File: config.mk
export PLATFORM = sky130hd
export DESIGN_NAME = tuple_record_table_unit_flat
export DESIGN_NICKNAME = d
export VERILOG_FILES = /design/src/hw/rtl/trt_pkg.sv /design/src/hw/rtl/trt_req_if.sv /design/src/hw/rtl/trt_rsp_if.sv /design/src/hw/rtl/tuple_record_table_unit.sv /design/src/flat_wrapper.sv
export SDC_FILE = /design/constraint.sdc
export NUM_CORES = 2
export LEC_CHECK = 0
export ABC_AREA = 1
export BUFFER_PORTS_ARGS = -buffer_cell sky130_fd_sc_hd__buf_2
export CAP_MARGIN = 40
export CORE_AREA = 10 10 306 529
export CTS_CLUSTER_DIAMETER = 200
export DETAILED_ROUTE_END_ITERATION = 10
export DIE_AREA = 0 0 316 539
export PLACE_DENSITY = 0.75
export SKIP_CTS_REPAIR_TIMING = 1
export SYNTH_ARGS = -nofsm -noshare
export SYNTH_HDL_FRONTEND = slang
export SYNTH_SLANG_ARGS = --single-unit
File: constraint.sdc
create_clock -name clock -period 4.7 [get_ports clock]
set_input_delay 0 -clock clock [delete_from_list [all_inputs] [get_ports clock]]
set_output_delay 0 -clock clock [all_outputs]
set_load 0.005 [all_outputs]
File: src/hw/rtl/trt_pkg.sv
// Package for the tuple record table: field widths, operation and status codes,
// and the stored record type. No dependencies; every other file depends on it.
package trt_pkg;

   // Field widths of the request and response transfers
   localparam int unsigned OP_W      = 3;
   localparam int unsigned STUDENT_W = 24;
   localparam int unsigned COURSE_W  = 16;
   localparam int unsigned TERM_W    = 16;
   localparam int unsigned STATUS_W  = 2;
   localparam int unsigned POS_W     = 5;
   localparam int unsigned LIST_W    = 24;
   localparam int unsigned COUNT_W   = 6;

   // Operation codes
   localparam logic [OP_W-1:0] OP_ADD      = 3'd0;
   localparam logic [OP_W-1:0] OP_DROP     = 3'd1;
   localparam logic [OP_W-1:0] OP_SEARCH   = 3'd2;
   localparam logic [OP_W-1:0] OP_SCHEDULE = 3'd3;
   localparam logic [OP_W-1:0] OP_ROSTER   = 3'd4;

   // Status codes
   localparam logic [STATUS_W-1:0] ST_OK        = 2'd0;
   localparam logic [STATUS_W-1:0] ST_FULL      = 2'd1;
   localparam logic [STATUS_W-1:0] ST_NOT_FOUND = 2'd2;

   // One table entry
   typedef struct packed {
      logic [STUDENT_W-1:0] student_id;
      logic [COURSE_W-1:0]  course_id;
      logic [TERM_W-1:0]    term_code;
   } record_type;

endpackage

File: src/hw/rtl/trt_req_if.sv
// Request channel of the tuple record table: valid/ready plus operation and keys.
// Depends on trt_pkg for the field widths.
interface trt_req_if;
   logic                             valid;
   logic                             ready;
   logic [trt_pkg::OP_W-1:0]         operation;
   logic [trt_pkg::STUDENT_W-1:0]    student_id;
   logic [trt_pkg::COURSE_W-1:0]     course_id;
   logic [trt_pkg::TERM_W-1:0]       term_code;

   modport source (output valid, output operation, output student_id,
                   output course_id, output term_code, input ready);
   modport sink   (input valid, input operation, input student_id,
                   input course_id, input term_code, output ready);
endinterface

File: src/hw/rtl/trt_rsp_if.sv
// Response channel of the tuple record table: valid/ready plus result fields.
// Depends on trt_pkg for the field widths.
interface trt_rsp_if;
   logic                             valid;
   logic                             ready;
   logic [trt_pkg::STATUS_W-1:0]     status;
   logic [trt_pkg::POS_W-1:0]        position;
   logic [trt_pkg::LIST_W-1:0]       listed_id;
   logic [trt_pkg::COUNT_W-1:0]      match_count;
   logic                             last;

   modport source (output valid, output status, output position, output listed_id,
                   output match_count, output last, input ready);
   modport sink   (input valid, input status, input position, input listed_id,
                   input match_count, input last, output ready);
endinterface

File: src/hw/rtl/tuple_record_table_unit.sv
// Tuple record table: an ordered, compacted table of (student, course, term) records.
// Depends on trt_pkg, trt_req_if and trt_rsp_if.
//
// The table sits in a single-port-read, single-port-write memory and a small
// sequencer walks it one entry per cycle through one shared key comparator,
// except that a listing holds on a match while the output register is busy. An
// item is taken only when the unit is idle. Drop scans up to the hit and then
// shifts each later entry down one place (read entry i+1, write entry i). Every
// operation ends with a closing result, which waits for the output register to
// free up. A result waits in an output register while the unit goes on; a
// listing emits one transfer per matching entry and then a closing transfer
// with the count.
module tuple_record_table_unit #(
   parameter int unsigned TABLE_DEPTH = 32
) (
   input logic       clock,
   input logic       reset,
   trt_req_if.sink   req_chan,
   trt_rsp_if.source rsp_chan
);
   import trt_pkg::*;

   localparam int unsigned ADDR_W = $clog2(TABLE_DEPTH);
   localparam int unsigned IDX_W  = $clog2(TABLE_DEPTH + 1);

   // Sequencer states
   localparam logic [2:0] S_IDLE  = 3'd0;
   localparam logic [2:0] S_SCAN  = 3'd1;
   localparam logic [2:0] S_SHIFT = 3'd2;
   localparam logic [2:0] S_DONE  = 3'd3;

   logic [2:0]        state_ff, state_in;
   logic [IDX_W-1:0]  count_ff, count_in;
   logic [IDX_W-1:0]  idx_ff, idx_in;
   logic [IDX_W-1:0]  hit_ff, hit_in;
   logic              found_ff, found_in;
   logic [IDX_W-1:0]  nlist_ff, nlist_in;
   logic [OP_W-1:0]   op_ff, op_in;
   record_type        key_ff, key_in;

   // Table memory with registered read
   record_type        mem_ff [TABLE_DEPTH];
   record_type        rd_q_ff;
   logic              wr_en;
   logic [ADDR_W-1:0] wr_addr;
   record_type        wr_data;

   // Response output register
   logic                rsp_valid_ff, rsp_valid_in;
   logic [STATUS_W-1:0] rsp_status_ff, rsp_status_in;
   logic [POS_W-1:0]    rsp_pos_ff, rsp_pos_in;
   logic [LIST_W-1:0]   rsp_list_ff, rsp_list_in;
   logic [COUNT_W-1:0]  rsp_count_ff, rsp_count_in;
   logic                rsp_last_ff, rsp_last_in;

   logic              accept;
   logic              out_free;
   logic              rsp_load;
   logic              is_listing;
   logic              eq_student, eq_course, eq_term;
   logic              key_hit;
   logic              last_entry;
   logic              table_full;
   logic [IDX_W-1:0]  idx_next;

   assign req_chan.ready = (state_ff == S_IDLE);
   assign accept         = req_chan.valid && req_chan.ready;
   assign out_free       = !rsp_valid_ff || rsp_chan.ready;
   assign is_listing     = (op_ff == OP_SCHEDULE) || (op_ff == OP_ROSTER);
   assign table_full     = (count_ff == IDX_W'(TABLE_DEPTH));
   assign idx_next       = idx_ff + IDX_W'(1);
   assign last_entry     = (idx_next == count_ff);

   // Shared key comparator; the operation selects which fields take part
   assign eq_student = (rd_q_ff.student_id == key_ff.student_id);
   assign eq_course  = (rd_q_ff.course_id == key_ff.course_id);
   assign eq_term    = (rd_q_ff.term_code == key_ff.term_code);
   always_comb begin
      case (op_ff)
         OP_SCHEDULE: key_hit = eq_term && eq_student;
         OP_ROSTER:   key_hit = eq_term && eq_course;
         default:     key_hit = eq_term && eq_student && eq_course;
      endcase
   end

   // Sequencer
   always_comb begin
      state_in      = state_ff;
      count_in      = count_ff;
      idx_in        = idx_ff;
      hit_in        = hit_ff;
      found_in      = found_ff;
      nlist_in      = nlist_ff;
      op_in         = op_ff;
      key_in        = key_ff;
      wr_en         = 1'b0;
      wr_addr       = idx_ff[ADDR_W-1:0];
      wr_data       = rd_q_ff;
      rsp_load      = 1'b0;
      rsp_status_in = ST_OK;
      rsp_pos_in    = '0;
      rsp_list_in   = '0;
      rsp_count_in  = '0;
      rsp_last_in   = 1'b0;

      unique case (state_ff)
         S_IDLE: begin
            idx_in = '0;
            if (accept) begin
               op_in            = req_chan.operation;
               key_in.student_id = req_chan.student_id;
               key_in.course_id  = req_chan.course_id;
               key_in.term_code  = req_chan.term_code;
               found_in         = 1'b0;
               hit_in           = '0;
               nlist_in         = '0;
               if (req_chan.operation inside {OP_DROP, OP_SEARCH, OP_SCHEDULE, OP_ROSTER}) begin
                  state_in = (count_ff == '0) ? S_DONE : S_SCAN;
               end else begin
                  state_in = S_DONE;
               end
            end
         end

         S_SCAN: begin
            if (is_listing) begin
               // stall on a match until the output register frees up
               if (!(key_hit && !out_free)) begin
                  if (key_hit) begin
                     rsp_load    = 1'b1;
                     rsp_list_in = (op_ff == OP_SCHEDULE) ?
                                   LIST_W'(rd_q_ff.course_id) :
                                   LIST_W'(rd_q_ff.student_id);
                     nlist_in    = nlist_ff + IDX_W'(1);
                  end
                  if (last_entry) begin
                     state_in = S_DONE;
                  end else begin
                     idx_in = idx_next;
                  end
               end
            end else if (key_hit) begin
               found_in = 1'b1;
               hit_in   = idx_ff;
               if (op_ff == OP_DROP) begin
                  idx_in   = idx_next;
                  state_in = S_SHIFT;
               end else begin
                  state_in = S_DONE;
               end
            end else if (last_entry) begin
               state_in = S_DONE;
            end else begin
               idx_in = idx_next;
            end
         end

         S_SHIFT: begin
            // rd_q_ff holds entry idx_ff; move it down one place
            if (idx_ff == count_ff) begin
               state_in = S_DONE;
            end else begin
               wr_en   = 1'b1;
               wr_addr = ADDR_W'(idx_ff - IDX_W'(1));
               idx_in  = idx_next;
            end
         end

         S_DONE: begin
            if (out_free) begin
               rsp_load    = 1'b1;
               rsp_last_in = 1'b1;
               state_in    = S_IDLE;
               case (op_ff) inside
                  OP_ADD: begin
                     if (table_full) begin
                        rsp_status_in = ST_FULL;
                     end else begin
                        wr_en       = 1'b1;
                        wr_addr     = count_ff[ADDR_W-1:0];
                        wr_data     = key_ff;
                        rsp_pos_in  = POS_W'(count_ff);
                        count_in    = count_ff + IDX_W'(1);
                     end
                  end
                  OP_DROP, OP_SEARCH: begin
                     if (found_ff) begin
                        rsp_pos_in = POS_W'(hit_ff);
                        if (op_ff == OP_DROP) begin
                           count_in = count_ff - IDX_W'(1);
                        end
                     end else begin
                        rsp_status_in = ST_NOT_FOUND;
                     end
                  end
                  OP_SCHEDULE, OP_ROSTER: begin
                     rsp_count_in = COUNT_W'(nlist_ff);
                  end
                  default: begin
                     rsp_status_in = ST_NOT_FOUND;
                  end
               endcase
            end
         end

         default: begin
            state_in = S_IDLE;
         end
      endcase
   end

   // Output register: load a result or drop it once transferred
   always_comb begin
      rsp_valid_in = rsp_valid_ff;
      if (rsp_load) begin
         rsp_valid_in = 1'b1;
      end else if (rsp_chan.ready) begin
         rsp_valid_in = 1'b0;
      end
   end

   // Control registers
   always_ff @(posedge clock) begin
      if (reset) begin
         state_ff     <= S_IDLE;
         count_ff     <= '0;
         rsp_valid_ff <= 1'b0;
         found_ff     <= 1'b0;
         idx_ff       <= '0;
         nlist_ff     <= '0;
      end else begin
         state_ff     <= state_in;
         count_ff     <= count_in;
         rsp_valid_ff <= rsp_valid_in;
         found_ff     <= found_in;
         idx_ff       <= idx_in;
         nlist_ff     <= nlist_in;
      end
   end

   // Payload registers
   always_ff @(posedge clock) begin
      hit_ff <= hit_in;
      op_ff  <= op_in;
      key_ff <= key_in;
      if (rsp_load) begin
         rsp_status_ff <= rsp_status_in;
         rsp_pos_ff    <= rsp_pos_in;
         rsp_list_ff   <= rsp_list_in;
         rsp_count_ff  <= rsp_count_in;
         rsp_last_ff   <= rsp_last_in;
      end
   end

   // Table memory: one write and one registered read per cycle
   always_ff @(posedge clock) begin
      if (wr_en) begin
         mem_ff[wr_addr] <= wr_data;
      end
      rd_q_ff <= mem_ff[idx_in[ADDR_W-1:0]];
   end

   assign rsp_chan.valid       = rsp_valid_ff;
   assign rsp_chan.status      = rsp_status_ff;
   assign rsp_chan.position    = rsp_pos_ff;
   assign rsp_chan.listed_id   = rsp_list_ff;
   assign rsp_chan.match_count = rsp_count_ff;
   assign rsp_chan.last        = rsp_last_ff;

`ifndef SYNTHESIS
   // The table never holds more entries than it has room for
   a_count_bound: assert property (@(posedge clock) disable iff (reset)
      count_ff <= IDX_W'(TABLE_DEPTH))
      else $error("entry count beyond table depth");

   // The scan pointer only visits filled entries
   a_scan_in_range: assert property (@(posedge clock) disable iff (reset)
      (state_ff == S_SCAN) |-> (idx_ff < count_ff))
      else $error("scan pointer past last entry");

   // A new result is never loaded over one still waiting to transfer
   a_no_overwrite: assert property (@(posedge clock) disable iff (reset)
      (rsp_valid_ff && !rsp_chan.ready) |-> !rsp_load)
      else $error("pending result overwritten");

   // The entry count moves by at most one per item and only when leaving DONE
   a_count_step: assert property (@(posedge clock) disable iff (reset)
      (state_ff != S_DONE) |=> $stable(count_ff))
      else $error("entry count changed outside completion");
`endif

endmodule
File: src/flat_wrapper.sv
// flat-port wrapper written by rule: the top's interface ports become plain ports
module tuple_record_table_unit_flat import trt_pkg::*;
#(
   parameter int unsigned TABLE_DEPTH = 32
)
  (clock, reset, req_chan_valid, req_chan_operation, req_chan_student_id, req_chan_course_id, req_chan_term_code, req_chan_ready, rsp_chan_valid, rsp_chan_status, rsp_chan_position, rsp_chan_listed_id, rsp_chan_match_count, rsp_chan_last, rsp_chan_ready);
  trt_req_if req_chan_i ();
  trt_rsp_if rsp_chan_i ();
  input logic clock;
  input logic reset;
  input wire logic [$bits(req_chan_i.valid)-1:0] req_chan_valid;
  input wire logic [$bits(req_chan_i.operation)-1:0] req_chan_operation;
  input wire logic [$bits(req_chan_i.student_id)-1:0] req_chan_student_id;
  input wire logic [$bits(req_chan_i.course_id)-1:0] req_chan_course_id;
  input wire logic [$bits(req_chan_i.term_code)-1:0] req_chan_term_code;
  output wire logic [$bits(req_chan_i.ready)-1:0] req_chan_ready;
  output wire logic [$bits(rsp_chan_i.valid)-1:0] rsp_chan_valid;
  output wire logic [$bits(rsp_chan_i.status)-1:0] rsp_chan_status;
  output wire logic [$bits(rsp_chan_i.position)-1:0] rsp_chan_position;
  output wire logic [$bits(rsp_chan_i.listed_id)-1:0] rsp_chan_listed_id;
  output wire logic [$bits(rsp_chan_i.match_count)-1:0] rsp_chan_match_count;
  output wire logic [$bits(rsp_chan_i.last)-1:0] rsp_chan_last;
  input wire logic [$bits(rsp_chan_i.ready)-1:0] rsp_chan_ready;
  assign req_chan_i.valid = req_chan_valid;
  assign req_chan_i.operation = req_chan_operation;
  assign req_chan_i.student_id = req_chan_student_id;
  assign req_chan_i.course_id = req_chan_course_id;
  assign req_chan_i.term_code = req_chan_term_code;
  assign req_chan_ready = req_chan_i.ready;
  assign rsp_chan_valid = rsp_chan_i.valid;
  assign rsp_chan_status = rsp_chan_i.status;
  assign rsp_chan_position = rsp_chan_i.position;
  assign rsp_chan_listed_id = rsp_chan_i.listed_id;
  assign rsp_chan_match_count = rsp_chan_i.match_count;
  assign rsp_chan_last = rsp_chan_i.last;
  assign rsp_chan_i.ready = rsp_chan_ready;
  tuple_record_table_unit #(.TABLE_DEPTH(TABLE_DEPTH)) u_core (.clock(clock), .reset(reset), .req_chan(req_chan_i), .rsp_chan(rsp_chan_i));
endmodule
==> metrics.cfg <==
[route]
drc = 0
drtIter0Drc = 9740
drt-total-wl_um = 262000
vias = 64278
final_antenna_net_count = 0
viasPerCell = 6.10
firstDrtPassIters = 9
avgRoutedWirePerCell_um = 24.8

[floorplan]
fp-row-count = 190
die_w_um = 316
die_h_um = 539
die_area_um2 = 170000
ioPinCount = 103
fp.coreArea_um2 = 153000
start_util_pct = 56.5

[run]
max_cap_violations = 0

[sta]
finalSetupViolations = 0
relSlewSlack_pct = 24.5
rsz0062_at_grt = false
period_share_pct = 94.3
clock_skew_ns = 0.0313
fmaxAchievable_ghz = 0.226
setup-tns-final_ns = 0
worst_slew_pin_slew_ns = 1.13
finalCriticalPeriod_ns = 4.43
setup_ws_ns = 0.270
hold_viol = 0
drv_slew = 0
whs_ns = 0.149

[clock_tree]
clock_latency_ns = 0.82
numCtsBuffers = 166
clockBufferDepth = 3
cts_max_level = 4
cts_tree = done
cts_root_buffer = clkbuf_16
cts_sinks = 1973
clk_pin_slew_ns = 0.07

[synthesis]
synth.distinct_cells = 48
ys_ff_latch = 1973
synth_edf_count = 1894
syn_nets = 8276
yosys_most_used_dff = edfxtp_1
postSynthAreaPerCell_um2 = 10.5
synth_cells = 8205
ys_seq_area_share_pct = 67.6
syn_area_um2 = 86400
yosysWarnings = 0
async_flop_share_pct = 0

[global_route]
grt_antenna_before_repair = 3
grt_max_degree = 186
grt_pass1_vias = 61810
grt_overflow = 0
track_usage_pct = 29.7
grt_pass1_wl_um = 383000

[worst_setup_path]
worst-endpoint-arrival_ns = 5.11
crit_fanout = 44
startpoint_type = register
crit_required_ns = 5.38
criticalPathCategory = register to register
critPathCaptureType = register

[placed_design]
placedCellCount = 10112
gp_congestion = 0.911
pre_cts_slack_ns = 0.407
hpwl_um = 143000
port_buffers = 102

[power_and_ir_drop]
p_total_mw = 50.5
p_int_mw = 33.7
clkPwrFrac_pct = 28.9
leakage_nw = 40.0
vdd_drop_max_mv = 0.482
cellPowerDensity_nw_per_um2 = 513
power_switching_mw = 16.7
swShare_pct = 33.2
p_comb_share_pct = 26.4
seqPwrFrac_pct = 44.7

[layout]
final_cells = 10546
areaGrowthSynthToFinish_pct = 13.8
drive_gt1_share_pct = 8.82
fin_nets = 8457

[hold_path]
hold_class = input pin to register

[status]
status = finished clean

==> power groups by stage <==
stage                     registers, mW  logic (mW)  clock network (mW)
after detailed placement           22.9        12.7                   0
after CTS                          22.5        12.9                14.6
final                              22.6        13.3                14.6
after floorplan                    22.8        7.75                   0
after global routing               22.6        14.2                15.2
after global placement             22.9        12.3                   0
==> metal layers <==
metal	wire length [um]	GRT usage, %
met1	89800	37.3
met2	126000	48.0
met3	30300	5.43
met4	16000	16.9
met5	30	0
==> critical path, cell delays in order, from the launching register on <==
cell and delay [ns]:
dfxtp_1 0.68, inv_1 0.10, nand2_1 0.07, nand2_1 0.05, nor2_1 0.10, nand2_1 0.10, nor2_1 0.15, nand2_1 0.16
a21oi_4 0.22, nand2_2 0.24, nand2_1 0.14, nand2_1 0.05, nand2_1 0.06, nand3_1 0.17, nand2_8 0.21, buf_12 0.25
buf_12 0.25, buf_12 0.25, nand3_1 0.10, nand2_1 0.14, nand2_1 0.07, nand3_1 0.07, nand3_1 0.08, nand2_1 0.13
nand2_1 0.07, nand2_1 0.28
==> placed cells by master (no fill, tap or decap), types with 5 or more instances in the layout <==
cell	synthesis	layout
dlygate4sd3_1	0	121
buf_4	21	159
xor2_1	25	25
clkbuf_16	0	169
buf_2	265	102
nor2_1	134	101
a21oi_1	46	46
edfxtp_1	1894	1894
nand2_1	2070	2067
clkinv_1	4	34
nand3_1	1930	1930
inv_1	1077	1076
clkinvlp_4	0	15
clkbuf_1	177	24
o21ai_1	5	22
inv_6	0	6
buf_16	0	6
o21ai_2	3	22
buf_12	0	125
clkbuf_8	0	9
bufinv_16	0	24
ha_1	7	7
o21ai_0	71	31
inv_2	17	16
clkinv_2	1	24
nand3b_1	281	281
dfxtp_1	79	79
nor3_1	5	5
nor2_4	1	34
==> cell usage after synthesis (all sizes together) (4+ instances only) <==
master,number,area share [%]
nand3,1934,11
a211oi,4,0.035
nor3,5,0.029
edfxtp,1894,66
o21ai,79,0.47
nand2,2074,9.0
nor2,139,0.62
buf,325,2.0
a22oi,6,0.068
nand4,4,0.029
xnor2,5,0.059
inv,1094,4.8
dfxtp,79,1.8
ha,7,0.10
xor2,26,0.29
clkbuf,177,0.77
a21oi,47,0.29
nand3b,281,2.4
clkinv,5,0.023
==> through the flow <==
stage / instance area, um^2 / util (%)
global route: 98400 / 64.4
CTS: 97100 / 63.5
floorplan: 86400 / -
detailed placement: 91400 / 59.8
finish: 98400 / 64.4
global placement: 91200 / 59.7
==> flip-flops by register name, indices dropped and copies added, names as in the netlist <==
name                         count
u_core.rsp_chan.listed_id       24
u_core.rsp_chan.match_count      6
u_core.state_ff                  3
u_core.rsp_chan.last             1
u_core.mem_ff                 1792
u_core.rd_q_ff                  56
u_core.key_ff                   56
u_core.rsp_chan.position         5
u_core.nlist_ff                  6
u_core.idx_ff                    6
u_core.rsp_chan.valid            1
u_core.found_ff                  1
u_core.count_ff                  6
u_core.rsp_chan.status           2
u_core.hit_ff                    5
u_core.op_ff                     3
==> cell families (layout without fill, tap and decap cells) <==
group	count (synthesis)	in the layout	share of synthesized area [%]
buffers and inverters	1601	1925	7.52
AOI/OAI and AO/OA	146	146	0.947
xor gates and xnor gates	31	31	0.345
adders and majority gates	8	8	0.124
other	1	2	0.00434
and+or+nand+nor	4445	4445	23.4
DFF	1973	1973	67.6
==> layout make-up <==
cell class                 count  area, um^2
clock buffer                 201        4420
fill                       10971       54500
multi-input combinational   4631       21900
timing repair buffer         515        5620
sequential                  1973       58500
tap                         2016        2520
antenna                        1        2.50
inverter                    1099        4150
clock inverter               110        1310
==> worst paths after layout <==
path	slack [ns]	cells after the start	from	to
worst max-delay path	0.27	25	u_core.rd_q_ff[16]$_DFF_P_	u_core.rd_q_ff[38]$_DFF_P_
worst min register to register	0.54	2	u_core.nlist_ff[3]$_SDFFE_PP0P_	u_core.nlist_ff[3]$_SDFFE_PP0P_
worst min-delay path	0.15	3	reset	u_core.idx_ff[3]$_SDFF_PP0_
worst max register to register	0.27	25	u_core.rd_q_ff[16]$_DFF_P_	u_core.rd_q_ff[38]$_DFF_P_
Power figures use the tool's default switching activity.
